## src/design/tcw_pkg.sv

```systemverilog
// Shared types and constants of the text console writer.
// Used by tcw_ctrl, tcw_datapath and text_console_writer_top; depends on nothing.
`default_nettype none

package tcw_pkg;

  // Default sizes
  localparam int unsigned CELL_DEPTH_DEF = 8192;
  localparam int unsigned TAB_STOP_DEF   = 8;

  // Internal widths: index/counter, column, row
  localparam int IW = 15;
  localparam int CW = 13;
  localparam int RW = 6;

  // Screen geometry for the two modes
  localparam logic [6:0] W_HI = 7'd90;
  localparam logic [5:0] H_HI = 6'd60;
  localparam logic [6:0] W_LO = 7'd80;
  localparam logic [5:0] H_LO = 6'd25;

  // Character codes
  localparam logic [7:0] CH_NUL   = 8'h00;
  localparam logic [7:0] CH_BS    = 8'h08;
  localparam logic [7:0] CH_TAB   = 8'h09;
  localparam logic [7:0] CH_NL    = 8'h0A;
  localparam logic [7:0] CH_CR    = 8'h0D;
  localparam logic [7:0] CH_SPACE = 8'h20;

  // Configuration register indexes
  localparam logic [2:0] CFG_HI_RES  = 3'd0;
  localparam logic [2:0] CFG_ESCAPE  = 3'd1;
  localparam logic [2:0] CFG_VERIFY1 = 3'd2;
  localparam logic [2:0] CFG_VERIFY2 = 3'd3;
  localparam logic [2:0] CFG_CLEAR   = 3'd4;
  localparam logic [2:0] CFG_MOVE    = 3'd5;

  // Configuration reset values
  localparam logic       RST_HI_RES  = 1'b1;
  localparam logic [7:0] RST_ESCAPE  = 8'd255;
  localparam logic [7:0] RST_VERIFY1 = 8'd170;
  localparam logic [7:0] RST_VERIFY2 = 8'd85;
  localparam logic [7:0] RST_CLEAR   = 8'd0;
  localparam logic [7:0] RST_MOVE    = 8'd1;
  localparam logic [7:0] RST_COLOR   = 8'd7;

  // Datapath operations
  typedef enum logic [4:0] {
    OP_NONE,
    OP_INIT_WR,
    OP_LOAD,
    OP_READ,
    OP_RD_LATCH,
    OP_SEL_HELD,
    OP_SEL_B,
    OP_HOLD,
    OP_GATHER,
    OP_COLOR,
    OP_MOVE_MUL,
    OP_MOVE,
    OP_NL,
    OP_CR,
    OP_DEC_COL,
    OP_BS_POST,
    OP_TAB1,
    OP_TAB2,
    OP_TAB3,
    OP_IDX,
    OP_WR_CHAR,
    OP_FIX,
    OP_CLR_SWEEP,
    OP_SCR_START,
    OP_SCR_RD,
    OP_SCR_WR,
    OP_SCR_FILL,
    OP_SCR_END
  } dp_op_e;

  typedef struct packed {
    dp_op_e     op;
    logic [1:0] byte_k;
  } dp_cmd_t;

  typedef struct packed {
    logic is_read;
    logic is_first;
    logic b_eq_vf;
    logic b_eq_vs;
    logic b_eq_esc;
    logic b_eq_clr;
    logic b_eq_mov;
    logic c_zero;
    logic c_nl;
    logic c_cr;
    logic c_bs;
    logic c_tab;
    logic col_nz;
    logic row_ge_h;
    logic init_last;
    logic clr_last;
    logic scr_end;
    logic scr_copy;
  } dp_stat_t;

endpackage

`default_nettype wire

```

## src/design/tcw_ctrl.sv

```systemverilog
// Controller of the text console writer: byte parser, print/scroll/clear sequencer
// and handshake. Drives tcw_datapath through dp_cmd_t; depends on tcw_pkg.
`default_nettype none

module tcw_ctrl (
  input  wire logic               clk_i,
  input  wire logic               rst_ni,
  input  wire logic               start,
  output logic                    busy,
  output logic                    done_o,
  input  wire tcw_pkg::dp_stat_t  stat_i,
  output tcw_pkg::dp_cmd_t        cmd_o
);
  import tcw_pkg::*;

  typedef enum logic [4:0] {
    S_INIT, S_IDLE, S_DISP, S_RD, S_TAKE, S_MV1, S_MV2, S_PR, S_TAB2, S_TAB3,
    S_WR, S_FIX, S_CHK, S_PRET, S_CLR, S_SCRI, S_SCR, S_SCRW
  } state_e;

  typedef enum logic [2:0] {PH_PLAIN, PH_HELD, PH_CMD, PH_COLOR, PH_MOVE} phase_e;

  typedef enum logic [1:0] {AP_DONE, AP_TAKE, AP_HOLD} after_e;

  state_e     state_q, state_d;
  phase_e     phase_q, phase_d;
  after_e     after_q, after_d;
  logic [1:0] mvk_q, mvk_d;
  logic       esc_q, esc_d, bs_q, bs_d, clr_q, clr_d, done_q, done_d;

  // Next state, parser state and datapath command
  always_comb begin
    state_d    = state_q;
    phase_d    = phase_q;
    after_d    = after_q;
    mvk_d      = mvk_q;
    esc_d      = esc_q;
    bs_d       = bs_q;
    clr_d      = clr_q;
    done_d     = 1'b0;
    cmd_o.op     = OP_NONE;
    cmd_o.byte_k = mvk_q;
    unique case (state_q)
      S_INIT: begin
        cmd_o.op = OP_INIT_WR;
        if (stat_i.init_last) state_d = S_IDLE;
      end
      S_IDLE: begin
        if (start) begin
          cmd_o.op = OP_LOAD;
          state_d  = S_DISP;
        end
      end
      S_DISP: begin
        if (stat_i.is_read) begin
          cmd_o.op = OP_READ;
          state_d  = S_RD;
        end else if (stat_i.is_first) begin
          // New write call: drop escapes, flush a held byte
          esc_d   = 1'b0;
          phase_d = PH_PLAIN;
          if (phase_q == PH_HELD) begin
            cmd_o.op = OP_SEL_HELD;
            after_d  = stat_i.b_eq_vf ? AP_HOLD : AP_TAKE;
            state_d  = S_PR;
          end else if (stat_i.b_eq_vf) begin
            cmd_o.op = OP_HOLD;
            phase_d  = PH_HELD;
            state_d  = S_IDLE;
            done_d   = 1'b1;
          end else begin
            state_d = S_TAKE;
          end
        end else if (phase_q == PH_HELD) begin
          phase_d = PH_PLAIN;
          if (stat_i.b_eq_vs) begin
            esc_d   = 1'b1;
            state_d = S_IDLE;
            done_d  = 1'b1;
          end else begin
            cmd_o.op = OP_SEL_HELD;
            after_d  = AP_TAKE;
            state_d  = S_PR;
          end
        end else begin
          state_d = S_TAKE;
        end
      end
      S_RD: begin
        cmd_o.op = OP_RD_LATCH;
        state_d  = S_IDLE;
        done_d   = 1'b1;
      end
      S_TAKE: begin
        case (phase_q)
          PH_PLAIN: begin
            if (esc_q && stat_i.b_eq_esc) begin
              phase_d = PH_CMD;
              state_d = S_IDLE;
              done_d  = 1'b1;
            end else begin
              cmd_o.op = OP_SEL_B;
              after_d  = AP_DONE;
              state_d  = S_PR;
            end
          end
          PH_CMD: begin
            phase_d = PH_PLAIN;
            if (stat_i.b_eq_esc) begin
              cmd_o.op = OP_SEL_B;
              after_d  = AP_DONE;
              state_d  = S_PR;
            end else begin
              if (stat_i.b_eq_clr) phase_d = PH_COLOR;
              else if (stat_i.b_eq_mov) begin
                phase_d = PH_MOVE;
                mvk_d   = 2'd0;
              end
              state_d = S_IDLE;
              done_d  = 1'b1;
            end
          end
          PH_COLOR: begin
            cmd_o.op = OP_COLOR;
            phase_d  = PH_PLAIN;
            state_d  = S_CLR;
          end
          PH_MOVE: begin
            cmd_o.op = OP_GATHER;
            if (mvk_q == 2'd3) begin
              phase_d = PH_PLAIN;
              state_d = S_MV1;
            end else begin
              mvk_d   = mvk_q + 2'd1;
              state_d = S_IDLE;
              done_d  = 1'b1;
            end
          end
          default: begin
            phase_d = PH_PLAIN;
            state_d = S_IDLE;
            done_d  = 1'b1;
          end
        endcase
      end
      S_MV1: begin
        cmd_o.op = OP_MOVE_MUL;
        state_d  = S_MV2;
      end
      S_MV2: begin
        cmd_o.op = OP_MOVE;
        state_d  = S_IDLE;
        done_d   = 1'b1;
      end
      // Print one character: classify and update cursor
      S_PR: begin
        if (stat_i.c_zero) begin
          state_d = S_PRET;
        end else if (stat_i.c_nl) begin
          cmd_o.op = OP_NL;
          state_d  = S_FIX;
        end else if (stat_i.c_cr) begin
          cmd_o.op = OP_CR;
          state_d  = S_FIX;
        end else if (stat_i.c_bs && stat_i.col_nz) begin
          cmd_o.op = OP_DEC_COL;
          bs_d     = 1'b1;
          state_d  = S_PR;
        end else if (stat_i.c_tab) begin
          cmd_o.op = OP_TAB1;
          state_d  = S_TAB2;
        end else begin
          cmd_o.op = OP_IDX;
          state_d  = S_WR;
        end
      end
      S_TAB2: begin
        cmd_o.op = OP_TAB2;
        state_d  = S_TAB3;
      end
      S_TAB3: begin
        cmd_o.op = OP_TAB3;
        state_d  = S_FIX;
      end
      S_WR: begin
        cmd_o.op = OP_WR_CHAR;
        state_d  = S_FIX;
      end
      S_FIX: begin
        cmd_o.op = OP_FIX;
        state_d  = S_CHK;
      end
      S_CHK: begin
        if (stat_i.row_ge_h) begin
          cmd_o.op = OP_SCR_START;
          state_d  = S_SCR;
        end else begin
          state_d = S_PRET;
        end
      end
      // Return from a print: finish backspace, then resume the parser
      S_PRET: begin
        if (bs_q) begin
          cmd_o.op = OP_BS_POST;
          bs_d     = 1'b0;
          state_d  = S_FIX;
        end else begin
          case (after_q)
            AP_TAKE: state_d = S_TAKE;
            AP_HOLD: begin
              cmd_o.op = OP_HOLD;
              phase_d  = PH_HELD;
              state_d  = S_IDLE;
              done_d   = 1'b1;
            end
            default: begin
              state_d = S_IDLE;
              done_d  = 1'b1;
            end
          endcase
        end
      end
      // Clear: fill the char of every screen cell with a space, then one scroll
      S_CLR: begin
        cmd_o.op = OP_CLR_SWEEP;
        if (stat_i.clr_last) begin
          clr_d   = 1'b1;
          state_d = S_SCRI;
        end
      end
      S_SCRI: begin
        cmd_o.op = OP_SCR_START;
        state_d  = S_SCR;
      end
      // Scroll: copy one row up, a read then a write per cell, then blank the last row
      S_SCR: begin
        if (stat_i.scr_end) begin
          cmd_o.op = OP_SCR_END;
          if (clr_q) begin
            clr_d   = 1'b0;
            state_d = S_IDLE;
            done_d  = 1'b1;
          end else begin
            state_d = S_PRET;
          end
        end else if (stat_i.scr_copy) begin
          cmd_o.op = OP_SCR_RD;
          state_d  = S_SCRW;
        end else begin
          cmd_o.op = OP_SCR_FILL;
        end
      end
      S_SCRW: begin
        cmd_o.op = OP_SCR_WR;
        state_d  = S_SCR;
      end
      default: state_d = S_IDLE;
    endcase
  end

  // State and registered outputs
  always_ff @(posedge clk_i or negedge rst_ni) begin
    if (!rst_ni) begin
      state_q <= S_INIT;
      phase_q <= PH_PLAIN;
      after_q <= AP_DONE;
      mvk_q   <= 2'd0;
      esc_q   <= 1'b0;
      bs_q    <= 1'b0;
      clr_q   <= 1'b0;
      done_q  <= 1'b0;
    end else begin
      state_q <= state_d;
      phase_q <= phase_d;
      after_q <= after_d;
      mvk_q   <= mvk_d;
      esc_q   <= esc_d;
      bs_q    <= bs_d;
      clr_q   <= clr_d;
      done_q  <= done_d;
    end
  end

  assign busy   = (state_q != S_IDLE);
  assign done_o = done_q;

endmodule

`default_nettype wire

```

## config.mk

```make
export PLATFORM = sky130hd
export DESIGN_NAME = tcw_ctrl
export DESIGN_NICKNAME = d
export VERILOG_FILES = /design/src/design/tcw_pkg.sv /design/src/design/tcw_ctrl.sv
export SDC_FILE = /design/constraint.sdc
export NUM_CORES = 1
export LEC_CHECK = 0
export BUFFER_PORTS_ARGS = -buffer_cell sky130_fd_sc_hd__buf_2
export CORE_AREA = 2 2 72 74
export CTS_BUF_LIST = sky130_fd_sc_hd__clkbuf_16
export DETAILED_ROUTE_END_ITERATION = 6
export DIE_AREA = 0 0 74 76
export PLACE_DENSITY = 0.53
export SYNTH_ARGS = -nofsm -noshare
export SYNTH_HDL_FRONTEND = slang
export SYNTH_SLANG_ARGS = --single-unit
export TNS_END_PERCENT = 20
```

## constraint.sdc

```tcl
create_clock -name clk_i -period 3.3 [get_ports clk_i]
set_input_delay 0.33 -clock clk_i [delete_from_list [all_inputs] [get_ports clk_i]]
set_output_delay 0.33 -clock clk_i [all_outputs]
set_load 0.02 [all_outputs]
```

==> results of run 1 <==
power by group through the flow:
stage	Sequential [mW]	Clock, mW	Combinational, mW
after global routing	0.411	0.258	0.841
after CTS	0.391	0.249	0.756
final	0.396	0.242	0.757
after floorplan	0.304	0	0.647
after global placement	0.396	0	0.760
after detailed placement	0.395	0	0.752
cells by family after synthesis:
family | count (synthesis) | share of synthesized area (%)
compound gates | 63 | 24.6
xor+xnor | 2 | 1.04
fa+ha+maj | 1 | 0.741
buf+inv | 21 | 6.30
flops | 16 | 23.7
mux | 8 | 5.11
simple gates | 109 | 38.5
stage by stage:
stage,util (%),hold WS (ps),std cells
after floorplan,-,34.4,220
after global placement,37.7,279,306
after detailed placement,37.7,281,306
after CTS,39.3,12.4,310
after global routing,39.3,18.9,310
final,39.3,-10.0,310
registers in the layout, indices dropped and copies added, names as in the netlist:
signal and flops:
mvk_q 2, esc_q 1, clr_q 1, phase_q 3, done_o 1, bs_q 1
state_q 5, after_q 2
worst max path at each step:
stage,from,end,slack (ps),depth (start not counted)
after global placement,state_q[4],cmd_o[2],800,6
final,state_q[4],cmd_o[2],500,6
after global routing,state_q[1],cmd_o[2],350,6
after floorplan,state_q[3],cmd_o[2],1280,6
after detailed placement,state_q[4],cmd_o[2],820,6
after CTS,state_q[4],cmd_o[2],540,6
worst max-delay path, delay by kind of cell (launching register included):
kind	cells	cell delay, ps
simple gates	3	920
flops	1	730
compound gates	2	380
buf+inv	1	170
cells in the mapped netlist, drive strengths merged, types with 3 or more instances:
cell type  count  share of area (%)
nand3          7                2.4
nor4           6                3.1
nor3b          5                3.2
nor2          22                5.3
nand3b         4                1.8
buf           13                4.5
a21oi         13                3.9
mux2           5                3.3
o21ai         18                5.3
nor3           5                1.5
mux2i          3                1.8
nand2         22                4.9
or4            4                2.0
nor2b          9                3.5
nand2b         7                3.0
o22ai          3                1.1
inv            6                1.3
dfrtp         16                 24
and2           5                2.0
o211ai         4                1.8
and3           6                2.2
final cells by class:
class | instances | area, um2
Clock buffer | 3 | 75.1
Tap cell | 70 | 87.6
Multi-Input combinational cell | 183 | 1180
Clock inverter | 1 | 3.75
Sequential cell | 16 | 400
Fill cell | 523 | 2980
Inverter | 6 | 22.5
Timing Repair Buffer | 31 | 160
routing by layer:
metal	wire [um]	global-route usage, %
met1	2280	27.4
met3	278	1.98
met4	187	9.09
met5	0	0
met2	2100	25.6
==> summary.md, run 1 <==
| Metric | Value |
|---|---|
| Total chip power | about 1.4 mW |
| Hold buffer count at CTS | 0 |
| Crit-path slowest cell | dfrtp_1 |
| Part of the Yosys area used for sequential elements | between 20% and 30% |
| Worst path max stage delay | between 700 and 800 ps |
| Most common cell after layout, fill and taps aside | buf_2 |
| Final #Nets | ~260 |
| CTS buffer count | 3 |
| Die width | 74 um |
| Final WL | 4850 um |
| Clock sinks | 16 |
| Max clock buf depth | 2 |
| CP max FO | 17 |
| Final Hold Fails | 16 |
| Yosys warnings | 0 |
| DR pass1 iterations | 4 |
| Core footprint | around 0.0049 mm2 |
| Area of the mapped netlist | about 0.0017 mm2 |
| Row cnt | 26 |
| H-tree Lvls | 1 |
| DR vias | 1742 |
| Post-route ant nets | 0 |
| Postcts setup bufs | 0 |
| Worst relative slew slack | 50.5% |
| GRT Overall Usage | a little under a fifth |
| Clk_skew | around 1.5 ps |
| WP data required | 2970 ps |
| PD cells | 722 mW/mm2 |
| Reg power frac | 28.4% |
| Placed Area | ~0.0019 mm2 |
| Reg2Reg Setup Slack | just over 1000 ps |
| DR iter-0 viols | 191 |
| I/O pins | 30 |
| Crit-path cells | nor2b_1 -> nand2_1 -> o22ai_1 -> a211o_1 -> or4_1 -> buf_2 |
| First-pass GRT wire length | a little over 8000 um |
| Setup WS post-layout | ~500 ps |
| Ys async rst share | 100% |
| Max-cap violations | 0 |
| Routed wire per std cell | around 16 um |
| Global route total overflow | 0 |
| Gpl congestion | about 0.88 |
| Initial antenna violation count | 0 |
| Port bufs | 29 |
| Post-synth EDFFs | 0 |
| Gate power share | 54.3% |
| Status | finished with violations |
| Dpl ws | 818 ps |
| Most frequent cells in the layout | buf_2 (29), nand2_1 (22), nor2_1 (19), o21ai_0 (16), dfrtp_1 (16) |
| Leak | between 0.8 and 0.9 nW |
| P_sw | 0.665 mW |
| Mapped Cells | between 200 and 250 |
| # DRC | 0 |
| Worst hold slack | -10.0 ps |
| Largest net degree at the start of global routing | 24 |
| Worst Reg-to-Reg Cells | 6 |
| Fmax | around 0.36 GHz |
| Area delta synth->final | 14.4% |
| RSZ-0062 raised after global routing | no |
| Number of synthesized register bits | 16 |
| Synth cell types | 64 |
| Failing checks | negative hold slack |
| Worst-path clk slew | 50 ps |
| Capturing point of the worst reg2reg path | phase_q[0] |
| Setup_tns | 0 ps |
| Fin area | 0.00193 mm2 |
| Die height | between 70 and 80 um |
| Final setup fails | 0 |
| Hold WC Path Type | input port to async pin |
| CTS resizes | 0 |
| Tmin final | 2800 ps |
| Clock power frac | between 10% and 20% |
| Critical setup path kind | flip-flop to primary output |
| Critical Path AT | between 2000 and 2500 ps |
| Syn_area_per_cell | 7.67 um2 |
| Proportion of layout cells with a drive suffix above 1 | 22.1% |
| N_diodes | 0 |
| Root buf cell | clkbuf_16 |
| Via density | 5.62 |
| Initial core utilization | ~34% |
| Setup crit end kind | primary output |
| Insertion delay to the later sink of the worst-skew pair | roughly 250 ps |
| Reg2reg start | state_q[0] |
| Switch share | 47.7% |
| Worst Tran Pin Value | about 740 ps |
| Detailed placer's ending HPWL | between 3000 and 4000 um |
| VDD IR max | around 0.34 mV |
| Vias in the first global route | around 1.6k |
| Startpoint types | flip-flop |
| Final Cycle Share | 84.8% |
| Internal | 0.729 mW |
| Final number of max-transition violations | 0 |
| CTS tree | built |
| Die ar. | 0.00562 mm2 |
| Post-synth net total | 242 |
| Prevailing post-synth register cell | dfrtp_1 |
(Power assumes the default switching activity.)
==> run 2, diff against run 1 <==
--- a/config.mk
+++ b/config.mk
@@ -5,12 +5,13 @@
 export SDC_FILE = /design/constraint.sdc
 export NUM_CORES = 1
 export LEC_CHECK = 0
+export ABC_AREA = 1
 export BUFFER_PORTS_ARGS = -buffer_cell sky130_fd_sc_hd__buf_2
-export CORE_AREA = 2 2 72 74
+export CORE_AREA = 2 2 70 72
 export CTS_BUF_LIST = sky130_fd_sc_hd__clkbuf_16
 export DETAILED_ROUTE_END_ITERATION = 6
-export DIE_AREA = 0 0 74 76
-export PLACE_DENSITY = 0.53
+export DIE_AREA = 0 0 72 74
+export PLACE_DENSITY = 0.56
 export SYNTH_ARGS = -nofsm -noshare
 export SYNTH_HDL_FRONTEND = slang
 export SYNTH_SLANG_ARGS = --single-unit
==> constraint.sdc (replaced) <==
create_clock -name clk_i -period 2.5 [get_ports clk_i]
set_input_delay 0.25 -clock clk_i [delete_from_list [all_inputs] [get_ports clk_i]]
set_output_delay 0.25 -clock clk_i [all_outputs]
set_load 0.02 [all_outputs]
==> summary.md, run 2 <==
| Metric | Value |
|---|---|
| Detailed placer's ending HPWL | 3980 um (+4.8%) |
| Post-route ant nets | 0 (unchanged) |
| Routed wire per std cell | 13.4 um (-14%) |
| PD cells | 973 mW/mm2 (+35%) |
| Startpoint types | flip-flop |
| Ys async rst share | 100% (unchanged) |
| Proportion of layout cells with a drive suffix above 1 | 17.5% (-4.6 points) |
| Fmax | approximately 0.47 GHz |
| Critical setup path kind | flip-flop to primary output |
| Max-cap violations | 0 (unchanged) |
| Top-area cell type share of the netlist area | 25.0% (+1.3 points) |
| Setup crit end kind | primary output |
| Port bufs | 29 (unchanged) |
| Part of the Yosys area used for sequential elements | 25.0% (+1.3 points) |
| Die width | 72 um (-2.7%) |
| Via density | 5.09 (-9.4%) |
| Mapped Cells | 273 (+24%) |
| Biggest register | state_q |
| RSZ-0062 raised after global routing | no |
| Critical Path AT | 1890 ps (-580 ps) |
| Gpl congestion | 0.942 (+7.5%) |
| WP data required | 2250 ps (-720 ps) |
| CP max FO | 6 (-11) |
| Prevailing post-synth register cell | dfrtp_1 |
| Placed Area | 0.00182 mm2 (-1.6%) |
| Most common cell after layout, fill and taps aside | nand2_1 |
| Tmin final | approximately 2100 ps |
| Largest net degree at the start of global routing | 17 (-29%) |
| Clk_skew | 10.2 ps (+8.75 ps) |
| Synth area leaders | dfrtp_1 (25%), nand2_1 (20%), nor2_1 (8.7%) |
| GRT Overall Usage | 19.0% (+0.65 points) |
| Worst Tran Pin Value | 410 ps (-332 ps) |
| Worst Hold Depth | 3 |
| Final #Nets | 331 (+26%) |
| Fill cell count | 517 (-1.1%) |
| Total chip power | 1.86 mW (+33%) |
| Die height | 74 um (-2.6%) |
| Setup_tns | 0 ps (unchanged) |
| Most common cell in the netlist | nand2_1 |
| Global route total overflow | 0 (unchanged) |
| Synth cell types | 27 (-58%) |
| Fin area | 0.00191 mm2 (-1.0%) |
| Die ar. | 0.00533 mm2 (-5.3%) |
| DR iter-0 viols | 185 (-3.1%) |
| CTS buffer count | 3 (unchanged) |
| Number of synthesized register bits | 16 (unchanged) |
| Area delta synth->final | 19.3% |
| Post-synth EDFFs | 0 (unchanged) |
| Worst-path clk slew | 60 ps (about the same) |
| Leak | 1.06 nW (+27%) |
| Vias in the first global route | 1639 (+2.3%) |
| Most frequent cells in the layout | nand2_1 (85), nor2_1 (37), inv_1 (31), buf_2 (29), nand3_1 (25) |
| Initial core utilization | 34.8% (+0.47 points) |
| Yosys warnings | 0 (unchanged) |
| I/O pins | 30 (unchanged) |
| VDD IR max | 0.536 mV (+56%) |
| Core footprint | 0.00460 mm2 (-6.4%) |
| Status | finished clean |
| Final number of max-transition violations | 0 (unchanged) |
| First-pass GRT wire length | 7820 um (-3.2%) |
| Worst relative slew slack | 72.4% (+22 points) |
| Final WL | 4850 um (unchanged) |
| Top post-synthesis cells by count | nand2_1 (85), nor2_1 (37), inv_1 (31) |
| Area of the mapped netlist | 0.00160 mm2 (-5.1%) |
| Postcts setup bufs | 0 (unchanged) |
| Hold WC Path Type | input port to flip-flop |
| Insertion delay to the later sink of the worst-skew pair | 250 ps (about the same) |
| Final Cycle Share | 85.7% |
| CTS resizes | 0 (unchanged) |
| Largest register FFs | 5 (unchanged) |
| H-tree Lvls | 1 (unchanged) |
| Row cnt | 25 (-3.8%) |
| # DRC | 0 (unchanged) |
| DR pass1 iterations | 4 (unchanged) |
| Final setup fails | 0 (unchanged) |
| Final Hold Fails | 0 (-16) |
| Syn_area_per_cell | 5.87 um2 (-24%) |
| Clock sinks | 16 (unchanged) |
| DR vias | 1843 (+5.8%) |
| Initial antenna violation count | 0 (unchanged) |
| Root buf cell | clkbuf_16 |
| N_diodes | 0 (unchanged) |
| Max clock buf depth | 2 (unchanged) |
| Yosys top cell by area | dfrtp_1 |
| Post-synth net total | 295 (+22%) |
| CTS tree | built |
| Largest registers | state_q (5), phase_q (3) |
| Worst Reg-to-Reg Cells | 9 (+3) |
[run 2: cell types whose count changed after synthesis, sizes merged, moves of 7 or more]
cell    before  now
nand2       22   89
inv          6   34
nor2        22   44
nand3        7   28
buf         13    0
nor2b        9    0
nand2b       7    0
[run 2: cells by family (layout without fill, tap and decap cells)]
group                    count (synthesis)  in the layout  synth area share, %
adder cells (fa/ha/maj)                  1              1                0.781
AO/OA/AOI/OAI                           42             42                 14.6
buffers and inverters                   35             70                 8.52
flip-flops                              16             16                 25.0
AND/OR/NAND/NOR                        179            179                 51.1
[run 2: layer usage]
layer  up-vias  GRT usage (%)  part of all wire [%]
met1       827           25.8                    47
met3         6           2.98                   5.1
met2        52           32.3                    47
li1        958              -                     -
met5         -              0                     0
met4         0           3.56                   1.1
[run 2: worst max-delay path, stage by stage, from the launching register on]
cell,delay (ps)
dfrtp_1,480
nor2_2,260
nand3_1,220
nor2_1,300
a21oi_1,70
nand4_1,120
buf_2,170
[run 2: stage by stage]
step                cells  util [%]  setup WS (ps)  hold WS, ps
global placement      357      39.6            685          199
detailed placement    357      39.6            645          197
finish                362      41.6            356          263
floorplan             273         -            911        -45.6
CTS                   362      41.6            348          258
global route          362      41.6            152          295
[run 2: path summary, 6_finish.rpt]
check	slack, ps	from	endpoint
worst max-delay path	360	state_q[2]	cmd_o[2]
worst min-delay path	260	stat_i[11]	phase_q[2]
worst max register to register	880	state_q[4]	phase_q[0]
worst min register to register	500	after_q[1]	after_q[1]
max in group asynchronous	1770	rst_ni	state_q[0]
min in group asynchronous	450	rst_ni	mvk_q[1]
[run 2: final cells by class]
class | count | area [um2] | area share (%)
Clock buffer | 3 | 75.1 | 3.93
Sequential cell | 16 | 400 | 21.0
Inverter | 35 | 136 | 7.14
Multi-Input combinational cell | 222 | 1060 | 55.7
Tap cell | 54 | 67.6 | 3.54
Timing Repair Buffer | 31 | 163 | 8.51
Clock inverter | 1 | 3.75 | 0.196
[run 2: where the power goes]
part           leakage, nW  switching [mW]  internal (mW)
Clock               0.0385           0.111          0.213
Sequential           0.207          0.0977          0.340
Combinational        0.819           0.738          0.359
[run 2: what timing repair did]
item                                    in CTS  in global routing
endpoints found under the setup margin       0                  0
hold buffers                                 1                  0
hold endpoints to repair                    16                  0
==> run 3, diff against run 2 <==
--- a/config.mk
+++ b/config.mk
@@ -11,7 +11,7 @@
 export CTS_BUF_LIST = sky130_fd_sc_hd__clkbuf_16
 export DETAILED_ROUTE_END_ITERATION = 6
 export DIE_AREA = 0 0 72 74
-export PLACE_DENSITY = 0.56
+export PLACE_DENSITY = 0.54
 export SYNTH_ARGS = -nofsm -noshare
 export SYNTH_HDL_FRONTEND = slang
 export SYNTH_SLANG_ARGS = --single-unit
==> constraint.sdc (replaced) <==
create_clock -name clk_i -period 2.3 [get_ports clk_i]
set_input_delay 0.23 -clock clk_i [delete_from_list [all_inputs] [get_ports clk_i]]
set_output_delay 0.23 -clock clk_i [all_outputs]
set_load 0.02 [all_outputs]
==> summary.md, run 3 (same netlist as run 2, synthesis figures left out) <==
| Metric | Value |
|---|---|
| N_diodes | 0 (unchanged) |
| Clock power frac | 17.1% (-0.3 points) |
| Reg power frac | 23.8% (+0.3 points) |
| Status | finished clean |
| Biggest register | state_q |
| Final Cycle Share | roughly nine tenths |
| CP max FO | 6 (unchanged) |
| Routed wire per std cell | 13.8 um (+2.7%) |
| Via density | 5.06 (-0.71%) |
| Initial core utilization | 34.8% (unchanged) |
| Startpoint types | flip-flop |
| Die height | 74 um (unchanged) |
| Critical Path AT | 1870 ps (-20 ps) |
| Setup crit end kind | primary output |
| Fmax | 0.477 GHz |
| H-tree Lvls | 1 (unchanged) |
| Worst Reg-to-Reg Cells | 6 (-3) |
| Final setup fails | 0 (unchanged) |
| Reg2Reg Setup Slack | 650 ps (-230 ps) |
| Setup crit start | state_q[2] |
| Global route total overflow | 0 (unchanged) |
| P_sw | 1.03 mW (+8.9%) |
| Insertion delay to the later sink of the worst-skew pair | 250 ps (about the same) |
| Final WL | 5000 um (+3.0%) |
| Cell family with most CP delay | simple AND/OR/NAND/NOR gates |
| DR vias | 1835 (-0.43%) |
| Core footprint | 0.00460 mm2 (unchanged) |
| Worst relative slew slack | 73.4% (+0.99 points) |
| DR iter-0 viols | 144 (-22%) |
| Largest net degree at the start of global routing | 17 (unchanged) |
| Port bufs | 29 (unchanged) |
| Reg area | 400 um2 (unchanged) |
| Row cnt | 25 (unchanged) |
| Fill cell count | 533 (+3.1%) |
| Initial antenna violation count | 0 (unchanged) |
| Clock sinks | 16 (unchanged) |
| Fin area | 0.00192 mm2 (+0.65%) |
| VDD IR max | 0.470 mV (-12%) |
| Detailed placer's ending HPWL | 4130 um (+3.9%) |
| Crit-path cells | nor2_4 -> inv_1 -> nor2_4 -> nand2_1 -> inv_1 -> nand2_1 -> nand4_1 -> buf_2 |
| Root buf cell | clkbuf_16 |
| RSZ-0062 raised after global routing | no |
| Crit-path slowest cell | dfrtp_1 |
| Switch share | 50.9% (about the same) |
| WP data required | 2070 ps (-180 ps) |
| GRT Overall Usage | 20.5% (+1.5 points) |
| Proportion of layout cells with a drive suffix above 1 | 17.8% (+0.27 points) |
| Largest register FFs | 5 (unchanged) |
| Worst Tran Pin Value | 395 ps (-14.6 ps) |
| Max clock buf depth | 2 (unchanged) |
| Final Hold Fails | 0 (unchanged) |
| PD cells | 1050 mW/mm2 (+8.2%) |
| Final #Nets | 332 (+0.30%) |
| Max-cap violations | 0 (unchanged) |
| DR pass1 iterations | 4 (unchanged) |
| Hold WC Path Type | input port to flip-flop |
| Largest registers | state_q (5), phase_q (3) |
| CTS buffer count | 3 (unchanged) |
| Critical setup path kind | flip-flop to primary output |
| Gate power share | 59.1% (about the same) |
| Setup_tns | 0 ps (unchanged) |
| Leak | 1.07 nW (+0.67%) |
| Post-route ant nets | 0 (unchanged) |
| Final number of max-transition violations | 0 (unchanged) |
| Most frequent cells in the layout | nand2_1 (85), nor2_1 (37), inv_1 (31), buf_2 (29), nand3_1 (25) |
| I/O pins | 30 (unchanged) |
| # DRC | 0 (unchanged) |
| First-pass GRT wire length | 8490 um (+8.5%) |
| Die width | 72 um (unchanged) |
| Internal | 0.994 mW (+9.0%) |
| Most common cell after layout, fill and taps aside | nand2_1 |
| Multi-input combinational cell area | 0.00107 mm2 (+0.47%) |
| Area delta synth->final | 20.1% |
| Placed Area | 0.00183 mm2 (+0.41%) |
| Critical Path End | cmd_o[4] |
| Worst-path clk slew | 60 ps (about the same) |
| WP buf/inv | 3 (+2) |
| Reg2reg start | state_q[2] |
| Postcts setup bufs | 0 (unchanged) |
| Worst path max stage delay | 510 ps (+30 ps) |
| CTS tree | built |
| Die ar. | 0.00533 mm2 (unchanged) |
| Clk_skew | 9.07 ps (-1.18 ps) |
| Number of cells on the critical path | 8 (+2) |
| Gpl congestion | 0.991 (+5.2%) |
| Vias in the first global route | 1812 (+11%) |
| Capturing point of the worst reg2reg path | state_q[3] |
| Tmin final | roughly 2100 ps |
## run 3: how the worst min path moves through the flow
stage                     cells after the start  startpoint  slack (ps)          to
final                                         3  stat_i[11]         250  phase_q[2]
after global routing                          3  stat_i[11]         280  phase_q[2]
after CTS                                     3  stat_i[11]         250  phase_q[2]
after detailed placement                      1      rst_ni         180  phase_q[2]
after global placement                        1      rst_ni         170  phase_q[1]
after floorplan                               0      rst_ni         -70  after_q[0]
## run 3: power groups by stage
| stage | Sequential, mW | Combinational [mW] | Clock [mW] |
|---|---|---|---|
| 6_report | 0.482 | 1.20 | 0.347 |
| 5_1_grt | 0.495 | 1.37 | 0.370 |
| 4_1_cts | 0.477 | 1.19 | 0.356 |
| 3_5_place_dp | 0.483 | 1.18 | 0 |
| 3_3_place_gp | 0.483 | 1.20 | 0 |
| 2_1_floorplan | 0.464 | 0.877 | 0 |
## run 3: metrics by stage
stage / total power, mW / cells / hold WS, ps / util, % / worst slack, ps
finish: 2.02 / 363 / 250 / 41.8 / 202
global route: 2.23 / 363 / 281 / 41.8 / 69.2
CTS: 2.03 / 363 / 249 / 41.7 / 138
detailed placement: 1.67 / 358 / 175 / 39.8 / 399
global placement: 1.68 / 358 / 173 / 39.8 / 379
floorplan: 1.34 / 273 / -65.6 / - / 731
## run 3: timing repair
item,CTS,global route
hold endpoints to repair,16,0
resized for setup,0,1
hold buffers,1,0
endpoints found under the setup margin,0,2
## run 3: final cells by class
cell class                      instances  area share [%]
Timing Repair Buffer                   32            8.85
Clock inverter                          1           0.195
Tap cell                               54            3.51
Sequential cell                        16            20.8
Inverter                               35            7.09
Multi-Input combinational cell        222            55.6
Clock buffer                            3            3.90
## run 3: per-layer routing
metal  routed length [um]  track usage, %  part of all wire (%)  vias up
li1                     -               -                     -      959
met3                  203            2.98                   4.1        8
met5                    0               0                     0        -
met4                   57            4.82                   1.1        0
met1                 2350            27.2                    47      832
met2                 2380            35.4                    48       36
## run 3: worst reg2reg max path, stage by stage, from the launching register on
cell and delay [ps]:
dfrtp_1 510, nor2_4 240, nand3_1 210, nor2_1 260
buf_4 170, a21oi_1 80, nand4_1 110
